--- src/rtl/pshs_pkg.sv ---
// Shared types, constants and the sine table for the point-seek heading and speed block.
// No dependencies; every other file in rtl/ refers to it by scoped names.
`default_nettype none

package pshs_pkg;

    localparam int SPEED_W    = 7;
    localparam int PARK_W     = 11;
    localparam int DWELL_W    = 16;
    localparam int TIME_W     = 32;
    localparam int HEAD_W     = 9;
    localparam int CFG_IDX_W  = 2;
    localparam int CFG_DATA_W = 16;
    localparam int DEG_W      = 8;
    localparam int QUEUE_DEPTH = 2;
    localparam int DEF_COORD_BITS = 11;

    localparam logic [CFG_IDX_W-1:0] CFG_MIN_SPEED  = 2'd0;
    localparam logic [CFG_IDX_W-1:0] CFG_MAX_SPEED  = 2'd1;
    localparam logic [CFG_IDX_W-1:0] CFG_PARK_DIST  = 2'd2;
    localparam logic [CFG_IDX_W-1:0] CFG_PARK_DWELL = 2'd3;

    localparam logic [SPEED_W-1:0] RST_MIN_SPEED  = 7'd20;
    localparam logic [SPEED_W-1:0] RST_MAX_SPEED  = 7'd40;
    localparam logic [PARK_W-1:0]  RST_PARK_DIST  = 11'd40;
    localparam logic [DWELL_W-1:0] RST_PARK_DWELL = 16'd200;

    localparam logic [HEAD_W-1:0] HEAD_NORTH = 9'd0;
    localparam logic [HEAD_W-1:0] HEAD_EAST  = 9'd90;
    localparam logic [HEAD_W-1:0] HEAD_SOUTH = 9'd180;
    localparam logic [HEAD_W-1:0] HEAD_WEST  = 9'd270;
    localparam logic [HEAD_W-1:0] HEAD_STOP  = 9'd360;
    localparam logic [HEAD_W-1:0] HEAD_FULL  = 9'd360;

    localparam logic [SPEED_W-1:0] SLOW_SPEED = 7'd5;
    localparam logic [7:0]         SPEED_SPAN = 8'd200;
    // 2^16 / 25 rounded up; exact for quotients of values below 3200.
    localparam logic [11:0]        RECIP_25   = 12'd2622;
    localparam logic [DEG_W-1:0]   DEG_END    = 8'd180;

    localparam longint Q30_ONE = 64'sd1073741824;
    localparam longint PI_Q30  = 64'sd3373259426;

    // Divisors (2n)(2n+1) of the Taylor terms, n = 1..12.
    localparam longint TAYLOR_DIV [1:12] = '{64'sd6, 64'sd20, 64'sd42, 64'sd72, 64'sd110,
                                            64'sd156, 64'sd210, 64'sd272, 64'sd342,
                                            64'sd420, 64'sd506, 64'sd600};

    typedef enum logic [1:0] {
        KIND_NORMAL,
        KIND_X_BLOCKED,
        KIND_Y_BLOCKED,
        KIND_BOTH
    } t_kind;

    typedef enum logic [3:0] {
        ST_IDLE,
        ST_SQUARE,
        ST_SUM,
        ST_ROOT,
        ST_DWELL,
        ST_ANGLE,
        ST_SPD_MUL,
        ST_SPD_DIV,
        ST_SPD_ADD,
        ST_RESULT
    } t_state;

    typedef struct packed {
        logic [SPEED_W-1:0] min_speed;
        logic [SPEED_W-1:0] max_speed;
        logic [PARK_W-1:0]  park_distance;
        logic [DWELL_W-1:0] park_dwell_ms;
    } t_cfg;

    typedef logic [30:0] t_sin_tab [0:90];

    // Q30 sine of whole degrees 0..90, from a 13-term Taylor series in 64-bit integers.
    function automatic t_sin_tab build_sin_tab();
        t_sin_tab tab;
        longint   x;
        longint   term;
        longint   sum;
        for (int k = 0; k <= 90; k++) begin
            x = (longint'(k) * PI_Q30 + 64'sd90) / 64'sd180;
            term = x;
            sum = x;
            for (int n = 1; n <= 12; n++) begin
                term = term * x / Q30_ONE;
                term = term * x / Q30_ONE;
                term = term / TAYLOR_DIV[n];
                term = -term;
                sum = sum + term;
            end
            tab[k] = sum[30:0];
        end
        tab[90] = 31'h4000_0000;
        return tab;
    endfunction

    localparam t_sin_tab SIN_TAB = build_sin_tab();

    function automatic logic signed [31:0] sin_q30(input logic [DEG_W-1:0] d);
        logic [DEG_W-1:0] idx;
        idx = (d <= 8'd90) ? d : (8'd180 - d);
        return $signed({1'b0, SIN_TAB[idx[6:0]]});
    endfunction

    function automatic logic signed [31:0] cos_q30(input logic [DEG_W-1:0] d);
        logic [DEG_W-1:0] idx;
        idx = (d <= 8'd90) ? (8'd90 - d) : (d - 8'd90);
        if (d <= 8'd90) begin
            return $signed({1'b0, SIN_TAB[idx[6:0]]});
        end else begin
            return -$signed({1'b0, SIN_TAB[idx[6:0]]});
        end
    endfunction

endpackage

`default_nettype wire

--- src/rtl/pshs_queue.sv ---
// Two-entry first-in first-out queue between the front and back parts.
// Generic payload width; uses pshs_pkg for the depth.
`default_nettype none

module pshs_queue #(
    parameter int WIDTH = 8
) (
    input  wire logic             i_clk,
    input  wire logic             i_rst_n,
    input  wire logic             i_push_valid,
    output logic                  o_push_ready,
    input  wire logic [WIDTH-1:0] i_push_data,
    output logic                  o_pop_valid,
    input  wire logic             i_pop_ready,
    output logic [WIDTH-1:0]      o_pop_data
);

    localparam int PTR_W = $clog2(pshs_pkg::QUEUE_DEPTH);
    localparam int CNT_W = $clog2(pshs_pkg::QUEUE_DEPTH + 1);

    logic [WIDTH-1:0] r_mem [pshs_pkg::QUEUE_DEPTH];
    logic [PTR_W-1:0] r_wp;
    logic [PTR_W-1:0] r_rp;
    logic [CNT_W-1:0] r_cnt;
    logic             push;
    logic             pop;

    assign o_push_ready = (r_cnt != CNT_W'(pshs_pkg::QUEUE_DEPTH));
    assign o_pop_valid  = (r_cnt != '0);
    assign o_pop_data   = r_mem[r_rp];
    assign push = i_push_valid && o_push_ready;
    assign pop  = o_pop_valid && i_pop_ready;

    always_ff @(posedge i_clk) begin
        if (!i_rst_n) begin
            r_wp  <= '0;
            r_rp  <= '0;
            r_cnt <= '0;
        end else begin
            if (push) begin
                r_wp <= r_wp + PTR_W'(1);
            end
            if (pop) begin
                r_rp <= r_rp + PTR_W'(1);
            end
            if (push && !pop) begin
                r_cnt <= r_cnt + CNT_W'(1);
            end else if (pop && !push) begin
                r_cnt <= r_cnt - CNT_W'(1);
            end
        end
    end

    always_ff @(posedge i_clk) begin
        if (push) begin
            r_mem[r_wp] <= i_push_data;
        end
    end

endmodule

`default_nettype wire

--- src/rtl/pshs_front.sv ---
// Front part: accepts input beats, forms the offsets and classifies the blocked axes.
// Uses pshs_pkg for the item kind and time width.
`default_nettype none

module pshs_front #(
    parameter int COORD_BITS = pshs_pkg::DEF_COORD_BITS
) (
    input  wire logic                          i_clk,
    input  wire logic                          i_rst_n,
    input  wire logic                          i_in_valid,
    output logic                               o_in_ready,
    input  wire logic signed [COORD_BITS-1:0]  i_cur_x,
    input  wire logic signed [COORD_BITS-1:0]  i_cur_y,
    input  wire logic signed [COORD_BITS-1:0]  i_goal_x,
    input  wire logic signed [COORD_BITS-1:0]  i_goal_y,
    input  wire logic                          i_x_blocked,
    input  wire logic                          i_y_blocked,
    input  wire logic [pshs_pkg::TIME_W-1:0]   i_now_ms,
    output logic                               o_item_valid,
    input  wire logic                          i_item_ready,
    output logic signed [COORD_BITS:0]         o_dx,
    output logic signed [COORD_BITS:0]         o_dy,
    output pshs_pkg::t_kind                    o_kind,
    output logic [pshs_pkg::TIME_W-1:0]        o_now
);

    logic                         r_v;
    logic signed [COORD_BITS:0]   r_dx;
    logic signed [COORD_BITS:0]   r_dy;
    pshs_pkg::t_kind              r_kind;
    logic [pshs_pkg::TIME_W-1:0]  r_now;
    pshs_pkg::t_kind              kind;
    logic                         take;

    assign o_in_ready   = !r_v || i_item_ready;
    assign take         = i_in_valid && o_in_ready;
    assign o_item_valid = r_v;
    assign o_dx   = r_dx;
    assign o_dy   = r_dy;
    assign o_kind = r_kind;
    assign o_now  = r_now;

    always_comb begin
        case ({i_x_blocked, i_y_blocked})
            2'b10:   kind = pshs_pkg::KIND_X_BLOCKED;
            2'b01:   kind = pshs_pkg::KIND_Y_BLOCKED;
            2'b11:   kind = pshs_pkg::KIND_BOTH;
            default: kind = pshs_pkg::KIND_NORMAL;
        endcase
    end

    always_ff @(posedge i_clk) begin
        if (!i_rst_n) begin
            r_v <= 1'b0;
        end else if (take) begin
            r_v <= 1'b1;
        end else if (i_item_ready) begin
            r_v <= 1'b0;
        end
    end

    always_ff @(posedge i_clk) begin
        if (take) begin
            r_dx   <= $signed({i_goal_x[COORD_BITS-1], i_goal_x})
                    - $signed({i_cur_x[COORD_BITS-1], i_cur_x});
            r_dy   <= $signed({i_goal_y[COORD_BITS-1], i_goal_y})
                    - $signed({i_cur_y[COORD_BITS-1], i_cur_y});
            r_kind <= kind;
            r_now  <= i_now_ms;
        end
    end

endmodule

`default_nettype wire

--- src/rtl/pshs_back.sv ---
// Back part: square root, bearing search, parking dwell, speed and the result register.
// Uses pshs_pkg for states, configuration struct, constants and the sine table.
`default_nettype none

module pshs_back #(
    parameter int COORD_BITS = pshs_pkg::DEF_COORD_BITS
) (
    input  wire logic                          i_clk,
    input  wire logic                          i_rst_n,
    input  wire pshs_pkg::t_cfg                i_cfg,
    input  wire logic                          i_item_valid,
    output logic                               o_item_ready,
    input  wire logic signed [COORD_BITS:0]    i_dx,
    input  wire logic signed [COORD_BITS:0]    i_dy,
    input  wire pshs_pkg::t_kind               i_kind,
    input  wire logic [pshs_pkg::TIME_W-1:0]   i_now,
    output logic                               o_res_valid,
    input  wire logic                          i_res_ready,
    output logic [pshs_pkg::HEAD_W-1:0]        o_heading,
    output logic [pshs_pkg::SPEED_W-1:0]       o_speed_cmd,
    output logic                               o_is_parked
);

    localparam int DW    = COORD_BITS + 1;
    localparam int SQW   = 2 * COORD_BITS;
    localparam int RW    = 2 * COORD_BITS + 2;
    localparam int PW    = COORD_BITS + 34;
    localparam int CMP_W = (DW > pshs_pkg::PARK_W) ? DW : pshs_pkg::PARK_W;
    localparam int HW    = pshs_pkg::HEAD_W;
    localparam int SW    = pshs_pkg::SPEED_W;
    localparam int TW    = pshs_pkg::TIME_W;
    localparam int GW    = pshs_pkg::DEG_W;

    pshs_pkg::t_state r_state, n_state;

    logic signed [DW-1:0] r_dx, n_dx, r_dy, n_dy;
    logic [TW-1:0]        r_now, n_now;
    logic                 r_parked, n_parked, r_armed, n_armed;
    logic [TW-1:0]        r_start, n_start;
    logic [HW-1:0]        r_last_head, n_last_head;
    logic [SW-1:0]        r_last_speed, n_last_speed;
    logic [SQW-1:0]       r_sqx, n_sqx, r_sqy, n_sqy;
    logic [RW-1:0]        r_v, n_v, r_r, n_r, r_bit, n_bit;
    logic [HW-1:0]        r_head, n_head;
    logic [DW-1:0]        r_abs, n_abs;
    logic [GW-1:0]        r_deg, n_deg, r_pdeg, n_pdeg, r_best, n_best;
    logic                 r_pv, n_pv;
    logic signed [PW-1:0] r_pc, n_pc, r_ps, n_ps;
    logic                 r_big, n_big, r_lohi, n_lohi;
    logic [14:0]          r_prod, n_prod;
    logic [SW-1:0]        r_q, n_q, r_spd, n_spd;
    logic                 r_ov, n_ov;
    logic [HW-1:0]        r_o_head, n_o_head;
    logic [SW-1:0]        r_o_speed, n_o_speed;
    logic                 r_o_parked, n_o_parked;

    logic                    silent;
    logic signed [2*DW-1:0]  sq_x_full, sq_y_full;
    logic [RW-1:0]           trial;
    logic [DW-1:0]           root;
    logic [DW-1:0]           abs_dx, abs_dy, abs_idx, abs_idy;
    logic signed [PW-1:0]    cos_prod, sin_prod;
    logic [PW:0]             diff;
    logic [SW-1:0]           span;
    logic [23:0]             q_full;
    logic [TW-1:0]           elapsed;
    logic                    near;

    assign o_res_valid = r_ov;
    assign o_heading   = r_o_head;
    assign o_speed_cmd = r_o_speed;
    assign o_is_parked = r_o_parked;

    assign silent = r_parked && ((r_last_speed < pshs_pkg::SLOW_SPEED)
                              || (r_last_head == pshs_pkg::HEAD_STOP));
    assign sq_x_full = (2*DW)'(r_dx) * (2*DW)'(r_dx);
    assign sq_y_full = (2*DW)'(r_dy) * (2*DW)'(r_dy);
    assign trial     = r_r + r_bit;
    assign root      = r_r[DW-1:0];
    assign abs_dx    = r_dx[DW-1] ? DW'(-r_dx) : DW'(r_dx);
    assign abs_dy    = r_dy[DW-1] ? DW'(-r_dy) : DW'(r_dy);
    assign abs_idx   = i_dx[DW-1] ? DW'(-i_dx) : DW'(i_dx);
    assign abs_idy   = i_dy[DW-1] ? DW'(-i_dy) : DW'(i_dy);
    assign cos_prod  = PW'(pshs_pkg::cos_q30(r_deg)) * PW'($signed({1'b0, abs_dx}));
    assign sin_prod  = PW'(pshs_pkg::sin_q30(r_deg)) * PW'(r_dy);
    assign diff      = {r_pc[PW-1], r_pc} - {r_ps[PW-1], r_ps};
    assign span      = i_cfg.max_speed - i_cfg.min_speed;
    assign q_full    = 24'(r_prod[14:3]) * 24'(pshs_pkg::RECIP_25);
    assign elapsed   = r_now - r_start;
    assign near      = CMP_W'(root) < CMP_W'(i_cfg.park_distance);

    always_comb begin
        n_state = r_state;
        n_dx = r_dx;  n_dy = r_dy;  n_now = r_now;
        n_parked = r_parked;  n_armed = r_armed;  n_start = r_start;
        n_last_head = r_last_head;  n_last_speed = r_last_speed;
        n_sqx = r_sqx;  n_sqy = r_sqy;
        n_v = r_v;  n_r = r_r;  n_bit = r_bit;
        n_head = r_head;  n_abs = r_abs;
        n_deg = r_deg;  n_pdeg = r_pdeg;  n_best = r_best;  n_pv = r_pv;
        n_pc = r_pc;  n_ps = r_ps;
        n_big = r_big;  n_lohi = r_lohi;  n_prod = r_prod;  n_q = r_q;  n_spd = r_spd;
        n_ov = r_ov && !i_res_ready;
        n_o_head = r_o_head;  n_o_speed = r_o_speed;  n_o_parked = r_o_parked;
        o_item_ready = 1'b0;

        case (r_state)
            pshs_pkg::ST_IDLE: begin
                o_item_ready = 1'b1;
                if (i_item_valid && !silent) begin
                    n_dx  = i_dx;
                    n_dy  = i_dy;
                    n_now = i_now;
                    case (i_kind)
                        pshs_pkg::KIND_NORMAL: begin
                            n_state = pshs_pkg::ST_SQUARE;
                        end
                        pshs_pkg::KIND_X_BLOCKED: begin
                            n_parked = 1'b0;
                            n_head = (!i_dy[DW-1] && (i_dy != '0)) ? pshs_pkg::HEAD_NORTH
                                                                    : pshs_pkg::HEAD_SOUTH;
                            n_abs = abs_idy;
                            n_state = pshs_pkg::ST_SPD_MUL;
                        end
                        pshs_pkg::KIND_Y_BLOCKED: begin
                            n_parked = 1'b0;
                            n_head = (!i_dx[DW-1] && (i_dx != '0)) ? pshs_pkg::HEAD_EAST
                                                                    : pshs_pkg::HEAD_WEST;
                            n_abs = abs_idx;
                            n_state = pshs_pkg::ST_SPD_MUL;
                        end
                        default: begin
                            n_parked = 1'b0;
                            n_head = pshs_pkg::HEAD_STOP;
                            n_abs = '0;
                            n_state = pshs_pkg::ST_SPD_MUL;
                        end
                    endcase
                end
            end
            pshs_pkg::ST_SQUARE: begin
                n_sqx = sq_x_full[SQW-1:0];
                n_sqy = sq_y_full[SQW-1:0];
                n_state = pshs_pkg::ST_SUM;
            end
            pshs_pkg::ST_SUM: begin
                n_v = RW'(r_sqx) + RW'(r_sqy);
                n_r = '0;
                n_bit = '0;
                n_bit[RW-2] = 1'b1;
                n_state = pshs_pkg::ST_ROOT;
            end
            pshs_pkg::ST_ROOT: begin
                if (r_bit == '0) begin
                    n_state = pshs_pkg::ST_DWELL;
                end else begin
                    if (r_v >= trial) begin
                        n_v = r_v - trial;
                        n_r = (r_r >> 1) + r_bit;
                    end else begin
                        n_r = r_r >> 1;
                    end
                    n_bit = r_bit >> 2;
                end
            end
            pshs_pkg::ST_DWELL: begin
                n_abs = root;
                n_parked = 1'b0;
                if (near) begin
                    if (r_armed) begin
                        n_parked = (elapsed > TW'(i_cfg.park_dwell_ms));
                    end else begin
                        n_armed = 1'b1;
                        n_start = r_now;
                    end
                end else begin
                    n_armed = 1'b0;
                end
                n_deg = '0;
                n_pv = 1'b0;
                n_best = '0;
                if (near && r_armed && (elapsed > TW'(i_cfg.park_dwell_ms))) begin
                    n_head = pshs_pkg::HEAD_STOP;
                    n_state = pshs_pkg::ST_SPD_MUL;
                end else if (r_dx == '0) begin
                    n_head = r_dy[DW-1] ? pshs_pkg::HEAD_SOUTH : pshs_pkg::HEAD_NORTH;
                    n_state = pshs_pkg::ST_SPD_MUL;
                end else begin
                    n_state = pshs_pkg::ST_ANGLE;
                end
            end
            pshs_pkg::ST_ANGLE: begin
                if (r_deg != pshs_pkg::DEG_END) begin
                    n_pc = cos_prod;
                    n_ps = sin_prod;
                    n_pdeg = r_deg;
                    n_pv = 1'b1;
                    n_deg = r_deg + GW'(1);
                end else begin
                    n_pv = 1'b0;
                end
                if (r_pv && !diff[PW]) begin
                    n_best = r_pdeg;
                end
                if ((r_deg == pshs_pkg::DEG_END) && !r_pv) begin
                    if (!r_dx[DW-1]) begin
                        n_head = HW'(r_best);
                    end else if (r_best == '0) begin
                        n_head = pshs_pkg::HEAD_NORTH;
                    end else begin
                        n_head = pshs_pkg::HEAD_FULL - HW'(r_best);
                    end
                    n_state = pshs_pkg::ST_SPD_MUL;
                end
            end
            pshs_pkg::ST_SPD_MUL: begin
                n_lohi = (i_cfg.max_speed < i_cfg.min_speed);
                n_big  = (r_abs >= DW'(pshs_pkg::SPEED_SPAN));
                n_prod = 15'(span) * 15'(r_abs[7:0]);
                n_state = pshs_pkg::ST_SPD_DIV;
            end
            pshs_pkg::ST_SPD_DIV: begin
                n_q = q_full[22:16];
                n_state = pshs_pkg::ST_SPD_ADD;
            end
            pshs_pkg::ST_SPD_ADD: begin
                // With the floor above the ceiling, a zero distance leaves the sum at the
                // floor, which then clamps to the ceiling; any other distance falls below
                // the floor and clamps back up to it.
                if (r_lohi) begin
                    n_spd = (r_abs == '0) ? i_cfg.max_speed : i_cfg.min_speed;
                end else if (r_big) begin
                    n_spd = i_cfg.max_speed;
                end else begin
                    n_spd = i_cfg.min_speed + r_q;
                end
                n_state = pshs_pkg::ST_RESULT;
            end
            pshs_pkg::ST_RESULT: begin
                if (!r_ov || i_res_ready) begin
                    n_ov = 1'b1;
                    n_o_head = r_head;
                    n_o_speed = r_spd;
                    n_o_parked = r_parked;
                    n_last_head = r_head;
                    n_last_speed = r_spd;
                    n_state = pshs_pkg::ST_IDLE;
                end
            end
            default: begin
                n_state = pshs_pkg::ST_IDLE;
            end
        endcase
    end

    always_ff @(posedge i_clk) begin
        if (!i_rst_n) begin
            r_state <= pshs_pkg::ST_IDLE;
        end else begin
            r_state <= n_state;
        end
    end

    always_ff @(posedge i_clk) begin
        if (!i_rst_n) begin
            r_parked     <= 1'b0;
            r_armed      <= 1'b0;
            r_start      <= '0;
            r_last_head  <= '0;
            r_last_speed <= '0;
            r_ov         <= 1'b0;
        end else begin
            r_parked     <= n_parked;
            r_armed      <= n_armed;
            r_start      <= n_start;
            r_last_head  <= n_last_head;
            r_last_speed <= n_last_speed;
            r_ov         <= n_ov;
        end
    end

    always_ff @(posedge i_clk) begin
        r_dx <= n_dx;  r_dy <= n_dy;  r_now <= n_now;
        r_sqx <= n_sqx;  r_sqy <= n_sqy;
        r_v <= n_v;  r_r <= n_r;  r_bit <= n_bit;
        r_head <= n_head;  r_abs <= n_abs;
        r_deg <= n_deg;  r_pdeg <= n_pdeg;  r_best <= n_best;  r_pv <= n_pv;
        r_pc <= n_pc;  r_ps <= n_ps;
        r_big <= n_big;  r_lohi <= n_lohi;  r_prod <= n_prod;  r_q <= n_q;  r_spd <= n_spd;
        r_o_head <= n_o_head;  r_o_speed <= n_o_speed;  r_o_parked <= n_o_parked;
    end

endmodule

`default_nettype wire

--- src/rtl/point_seek_heading_speed_top.sv ---
// Top level of the point-seek heading and speed block: configuration registers and wiring.
// Depends on pshs_pkg, pshs_front, pshs_queue and pshs_back.
`default_nettype none

// The block steers a robot toward a goal point. Each input beat carries the current and
// goal positions, two blocked-axis flags and a millisecond timestamp; each beat yields at
// most one result beat with a heading in whole degrees clockwise from +y (360 means stop),
// a speed command and the parked flag. A front stage takes input beats, forms the offsets
// and classifies them by blocked axes, then passes them through a two-entry queue to the
// back part, which handles one item at a time. On the unblocked path the back part takes
// the item, forms the squared length, runs the integer square root (one result bit per
// cycle), checks the parking dwell, searches the bearing (one degree per cycle over 180
// degrees, then drains the product pipeline), works out the speed in multiply, divide and
// add steps and loads the result register. A parked result or a goal straight along the
// y axis skips the search, a blocked item goes from taking straight to the speed steps,
// and an item that arrives once the block is parked is dropped without a result. The back
// part holds in its result state while an earlier result still waits at the output. Once
// parked, the block stays silent until reset. Configuration writes take effect at once
// and belong only in periods when no beat is in flight.
module point_seek_heading_speed_top #(
    parameter int COORD_BITS = pshs_pkg::DEF_COORD_BITS
) (
    input  wire logic                              i_clk,
    input  wire logic                              i_rst_n,
    input  wire logic                              i_cfg_we,
    input  wire logic [pshs_pkg::CFG_IDX_W-1:0]    i_cfg_idx,
    input  wire logic [pshs_pkg::CFG_DATA_W-1:0]   i_cfg_data,
    input  wire logic                              i_in_valid,
    output logic                                   o_in_ready,
    input  wire logic signed [COORD_BITS-1:0]      i_cur_x,
    input  wire logic signed [COORD_BITS-1:0]      i_cur_y,
    input  wire logic signed [COORD_BITS-1:0]      i_goal_x,
    input  wire logic signed [COORD_BITS-1:0]      i_goal_y,
    input  wire logic                              i_x_blocked,
    input  wire logic                              i_y_blocked,
    input  wire logic [pshs_pkg::TIME_W-1:0]       i_now_ms,
    output logic                                   o_out_valid,
    input  wire logic                              i_out_ready,
    output logic [pshs_pkg::HEAD_W-1:0]            o_heading,
    output logic [pshs_pkg::SPEED_W-1:0]           o_speed_cmd,
    output logic                                   o_is_parked
);

    localparam int DW = COORD_BITS + 1;
    localparam int QW = 2 * DW + 2 + pshs_pkg::TIME_W;

    // Configuration registers, written in place with no handshake.
    pshs_pkg::t_cfg r_cfg;

    always_ff @(posedge i_clk) begin
        if (!i_rst_n) begin
            r_cfg.min_speed     <= pshs_pkg::RST_MIN_SPEED;
            r_cfg.max_speed     <= pshs_pkg::RST_MAX_SPEED;
            r_cfg.park_distance <= pshs_pkg::RST_PARK_DIST;
            r_cfg.park_dwell_ms <= pshs_pkg::RST_PARK_DWELL;
        end else if (i_cfg_we) begin
            case (i_cfg_idx)
                pshs_pkg::CFG_MIN_SPEED: begin
                    r_cfg.min_speed <= i_cfg_data[pshs_pkg::SPEED_W-1:0];
                end
                pshs_pkg::CFG_MAX_SPEED: begin
                    r_cfg.max_speed <= i_cfg_data[pshs_pkg::SPEED_W-1:0];
                end
                pshs_pkg::CFG_PARK_DIST: begin
                    r_cfg.park_distance <= i_cfg_data[pshs_pkg::PARK_W-1:0];
                end
                pshs_pkg::CFG_PARK_DWELL: begin
                    r_cfg.park_dwell_ms <= i_cfg_data[pshs_pkg::DWELL_W-1:0];
                end
                default: begin
                end
            endcase
        end
    end

    // Front stage to queue.
    logic                          f_valid;
    logic                          f_ready;
    logic signed [DW-1:0]          f_dx;
    logic signed [DW-1:0]          f_dy;
    pshs_pkg::t_kind               f_kind;
    logic [pshs_pkg::TIME_W-1:0]   f_now;

    pshs_front #(
        .COORD_BITS (COORD_BITS)
    ) u_front (
        .i_clk        (i_clk),
        .i_rst_n      (i_rst_n),
        .i_in_valid   (i_in_valid),
        .o_in_ready   (o_in_ready),
        .i_cur_x      (i_cur_x),
        .i_cur_y      (i_cur_y),
        .i_goal_x     (i_goal_x),
        .i_goal_y     (i_goal_y),
        .i_x_blocked  (i_x_blocked),
        .i_y_blocked  (i_y_blocked),
        .i_now_ms     (i_now_ms),
        .o_item_valid (f_valid),
        .i_item_ready (f_ready),
        .o_dx         (f_dx),
        .o_dy         (f_dy),
        .o_kind       (f_kind),
        .o_now        (f_now)
    );

    // The queue lets the front keep taking beats while the back is busy.
    logic          q_valid;
    logic          q_ready;
    logic [QW-1:0] q_data;

    pshs_queue #(
        .WIDTH (QW)
    ) u_queue (
        .i_clk        (i_clk),
        .i_rst_n      (i_rst_n),
        .i_push_valid (f_valid),
        .o_push_ready (f_ready),
        .i_push_data  ({f_dx, f_dy, f_kind, f_now}),
        .o_pop_valid  (q_valid),
        .i_pop_ready  (q_ready),
        .o_pop_data   (q_data)
    );

    logic signed [DW-1:0]          b_dx;
    logic signed [DW-1:0]          b_dy;
    pshs_pkg::t_kind               b_kind;
    logic [pshs_pkg::TIME_W-1:0]   b_now;

    assign b_dx   = $signed(q_data[QW-1 -: DW]);
    assign b_dy   = $signed(q_data[QW-DW-1 -: DW]);
    assign b_kind = pshs_pkg::t_kind'(q_data[pshs_pkg::TIME_W+1 -: 2]);
    assign b_now  = q_data[pshs_pkg::TIME_W-1:0];

    pshs_back #(
        .COORD_BITS (COORD_BITS)
    ) u_back (
        .i_clk        (i_clk),
        .i_rst_n      (i_rst_n),
        .i_cfg        (r_cfg),
        .i_item_valid (q_valid),
        .o_item_ready (q_ready),
        .i_dx         (b_dx),
        .i_dy         (b_dy),
        .i_kind       (b_kind),
        .i_now        (b_now),
        .o_res_valid  (o_out_valid),
        .i_res_ready  (i_out_ready),
        .o_heading    (o_heading),
        .o_speed_cmd  (o_speed_cmd),
        .o_is_parked  (o_is_parked)
    );

    // A parked result always commands a stop.
    a_parked_stops: assert property (@(posedge i_clk) disable iff (!i_rst_n)
        o_out_valid && o_is_parked |-> o_heading == pshs_pkg::HEAD_STOP)
        else $error("parked result without stop heading");

    // Headings never leave the 0..360 range.
    a_heading_range: assert property (@(posedge i_clk) disable iff (!i_rst_n)
        o_out_valid |-> o_heading <= pshs_pkg::HEAD_STOP)
        else $error("heading out of range");

    // A beat leaving the queue is one the front pushed earlier.
    a_queue_source: assert property (@(posedge i_clk) disable iff (!i_rst_n)
        q_valid && !$past(q_valid) |-> $past(f_valid))
        else $error("queue produced a beat that was never pushed");

endmodule

`default_nettype wire

--- config.mk ---
export PLATFORM = sky130hd
export DESIGN_NAME = point_seek_heading_speed_top
export DESIGN_NICKNAME = d
export VERILOG_FILES = /design/src/rtl/pshs_pkg.sv /design/src/rtl/pshs_queue.sv /design/src/rtl/pshs_front.sv /design/src/rtl/pshs_back.sv /design/src/rtl/point_seek_heading_speed_top.sv
export SDC_FILE = /design/constraint.sdc
export NUM_CORES = 2
export LEC_CHECK = 0
export BUFFER_PORTS_ARGS = -buffer_cell sky130_fd_sc_hd__buf_2
export CORE_ASPECT_RATIO = 0.7
export CORE_MARGIN = 2
export CORE_UTILIZATION = 28
export DETAILED_ROUTE_END_ITERATION = 12
export PLACE_DENSITY_LB_ADDON = 0.15
export RECOVER_POWER = 100
export SLEW_MARGIN = 20
export SYNTH_ARGS = -nofsm -noshare
export SYNTH_HDL_FRONTEND = slang
export SYNTH_SLANG_ARGS = --single-unit
--- constraint.sdc ---
create_clock -name i_clk -period 14.6 [get_ports i_clk]
set_clock_uncertainty 0.1 [all_clocks]
set_input_delay 2.19 -clock i_clk [delete_from_list [all_inputs] [get_ports i_clk]]
set_output_delay 2.19 -clock i_clk [all_outputs]
set_load 0.05 [all_outputs]
==> flow_summary.ini <==
[status]
status = finished, violations left
violations = capacitance limit, slew limit

[worst_setup_path]
r2r_start = u_back.r_deg[1]
crit_top_cell = fa_1
cp.required_ns = 14.94
crit_buf_inv = 7
cp.arrival_ns = 13.75
critPathKind = flop to flop
r2r_slack_ns = 1.18
crit_path_start = u_back.r_deg[1]
critical-path-slowest-cell = edfxtp_1
crit_family = compound AO/OA/AOI/OAI gates
startpoint_type = flop
slowest_delay_ns = 0.67
critPathMaxFanout = 20
end_kind = flop

[logic_synthesis]
yosysSeqAreaShare_pct = 22.7
netlist_top_cells_count = inv_1, fa_1, nand2_1, ha_1, nor2_1
ys_ff_latch = 614
yosysMostFrequentCell = inv_1
postSynthAreaPerCell_um2 = 9.28
syn_inst = 8252
async_flop_share_pct = 0
yosysTopAreaCell = fa_1
syn-num-nets = 9975
synthFlopType = edfxtp_1
synth-edff-count = 512
synthDistinctLibCells = 115
synth_area_leaders = fa_1, edfxtp_1, ha_1
synth_top_area_share_pct = 24.4
synth_area_um2 = 76600
synth_warnings = 0

[placed_design]
dp_hpwl_um = 218000
port_buffers = 119
gp_congestion = 1.01

[routing]
drcViolationCount = 0
wl_met2_um = 109000
postRouteAntennaNets = 0
via_count = 59700
finalWirelength_um = 278000
met3WireLength_um = 20900
routed_via_density = 4.98
avgRoutedWirePerCell_um = 23.1
drt_iter0_drc = 4736
wirelength_met1_um = 142000
firstDrtPassIters = 7
top_layer_used = met5

[final_layout]
drive_gt1_share_pct = 6.63
multiInputGateArea_um2 = 52700
fill_cells = 28900
layout.nets = 10000
synthToLayoutAreaGrowth_pct = 10.2
seqCellArea_um2 = 17400

[global_routing]
grt_pass1_vias = 61300
grt_pass1_wl_um = 417000
gr-total-overflow = 0
antenna_found_initial = 13
grt_max_degree = 80
track_usage_pct = 20.0

[clock_tree]
cts_tree = built
postCtsSetupRepairBufs = 0
cts_sinks = 614
ctsHtreeMaxLevel = 3
cts_buffers = 73
holdBufCountCts = 0
cts_buffer_depth = 3
postCtsResizedCells = 0
clkTransAtPathRegs_ns = 0.08
root_buffer = clkbuf_16
insertion_delay_ns = 0.70

[floorplanning]
die_h_um = 441
ios = 120
coreArea_um2 = 272000
fp.dieW_um = 629
die-area_um2 = 278000
rows = 160
start_util_pct = 28.2

[worst_hold_path]
hp-start = u_front.o_kind[0]
worst_hold_path_type = flop to flop

[sta]
setup-tns-final_ns = 0
setup_viol = 0
tightest_slew_ns = 4.38
fmax_mhz = 74.5
final_max_slew_viol_count = 729
period_needed_ns = 13.42
slew_headroom_pct = -192
hold_viol_final = 0
finalCritPeriodShare_pct = 91.9
rsz0062_at_grt = no

[job]
maxCapViolations = 18
logic make-up after synthesis:
family / Yosys count / synth area share (%)
AO/OA/AOI/OAI: 1452 / 12.3
multiplexers: 134 / 1.90
adder cells (fa/ha/maj): 1622 / 35.6
flip-flops: 614 / 22.7
XOR/XNOR: 384 / 4.48
buffers and inverters: 1717 / 8.72
AND/OR/NAND/NOR: 2329 / 14.2
area by class of cell:
cell class                      count  area share, %
Sequential cell                   614           20.7
Inverter                         1333           5.93
Clock inverter                     46          0.499
Timing Repair Buffer              349           2.66
Multi-Input combinational cell   5921           62.5
Antenna cell                        3        0.00890
Tap cell                         3645           5.41
Clock buffer                       90           2.32
layout by cell type (no fill, tap or decap), drive strengths merged, types with 151 or more instances in the layout:
master,Yosys,routed
nand2,902,902
a21oi,405,405
o21ai,325,325
xnor2,260,260
clkbuf,297,151
and2,281,281
ha,690,690
buf,87,288
nor2,539,539
edfxtp,512,512
inv,1324,1331
fa,932,932
metal layers:
metal	track usage (%)	up-vias
met3	4.43	274
li1	-	27300
met2	28.1	1717
met4	3.59	14
met5	0	-
met1	31.1	30400
per-stage QoR:
| step | instance area [µm²] | util, % | worst slack (ns) | hold slack [ns] | cells |
|---|---|---|---|---|---|
| floorplan | 76600 | - | 2.29 | 0.321 | 8252 |
| global placement | 82100 | 30.2 | 1.52 | 0.324 | 11900 |
| detailed placement | 82100 | 30.2 | 1.52 | 0.332 | 11900 |
| CTS | 84500 | 31.1 | 1.45 | 0.336 | 12000 |
| global route | 84300 | 31.0 | 0.363 | 0.354 | 12000 |
| finish | 84300 | 31.0 | 1.18 | 0.332 | 12000 |
final timing paths:
check | to | cells past startpoint
worst max-delay path | u_back.r_pc[43] | 41
worst min-delay path | u_queue.r_mem[1][32] | 0
worst max register to register | u_back.r_pc[43] | 41
worst min register to register | u_queue.r_mem[1][32] | 0
state kept, by name, indices dropped and copies added (netlist names), 24 cells and up, named ones only:
register / flops
r_cfg: 41
u_queue.r_mem: 116
u_front.o_now: 32
u_back.r_pc: 45
u_back.r_start: 32
u_back.r_ps: 44
u_back.r_v: 24
u_back.r_now: 32
u_back.r_r: 24
Power is left out: the tool's default activity adds up to more than one toggle a clock period on the data nets, which glitch-free logic cannot reach.
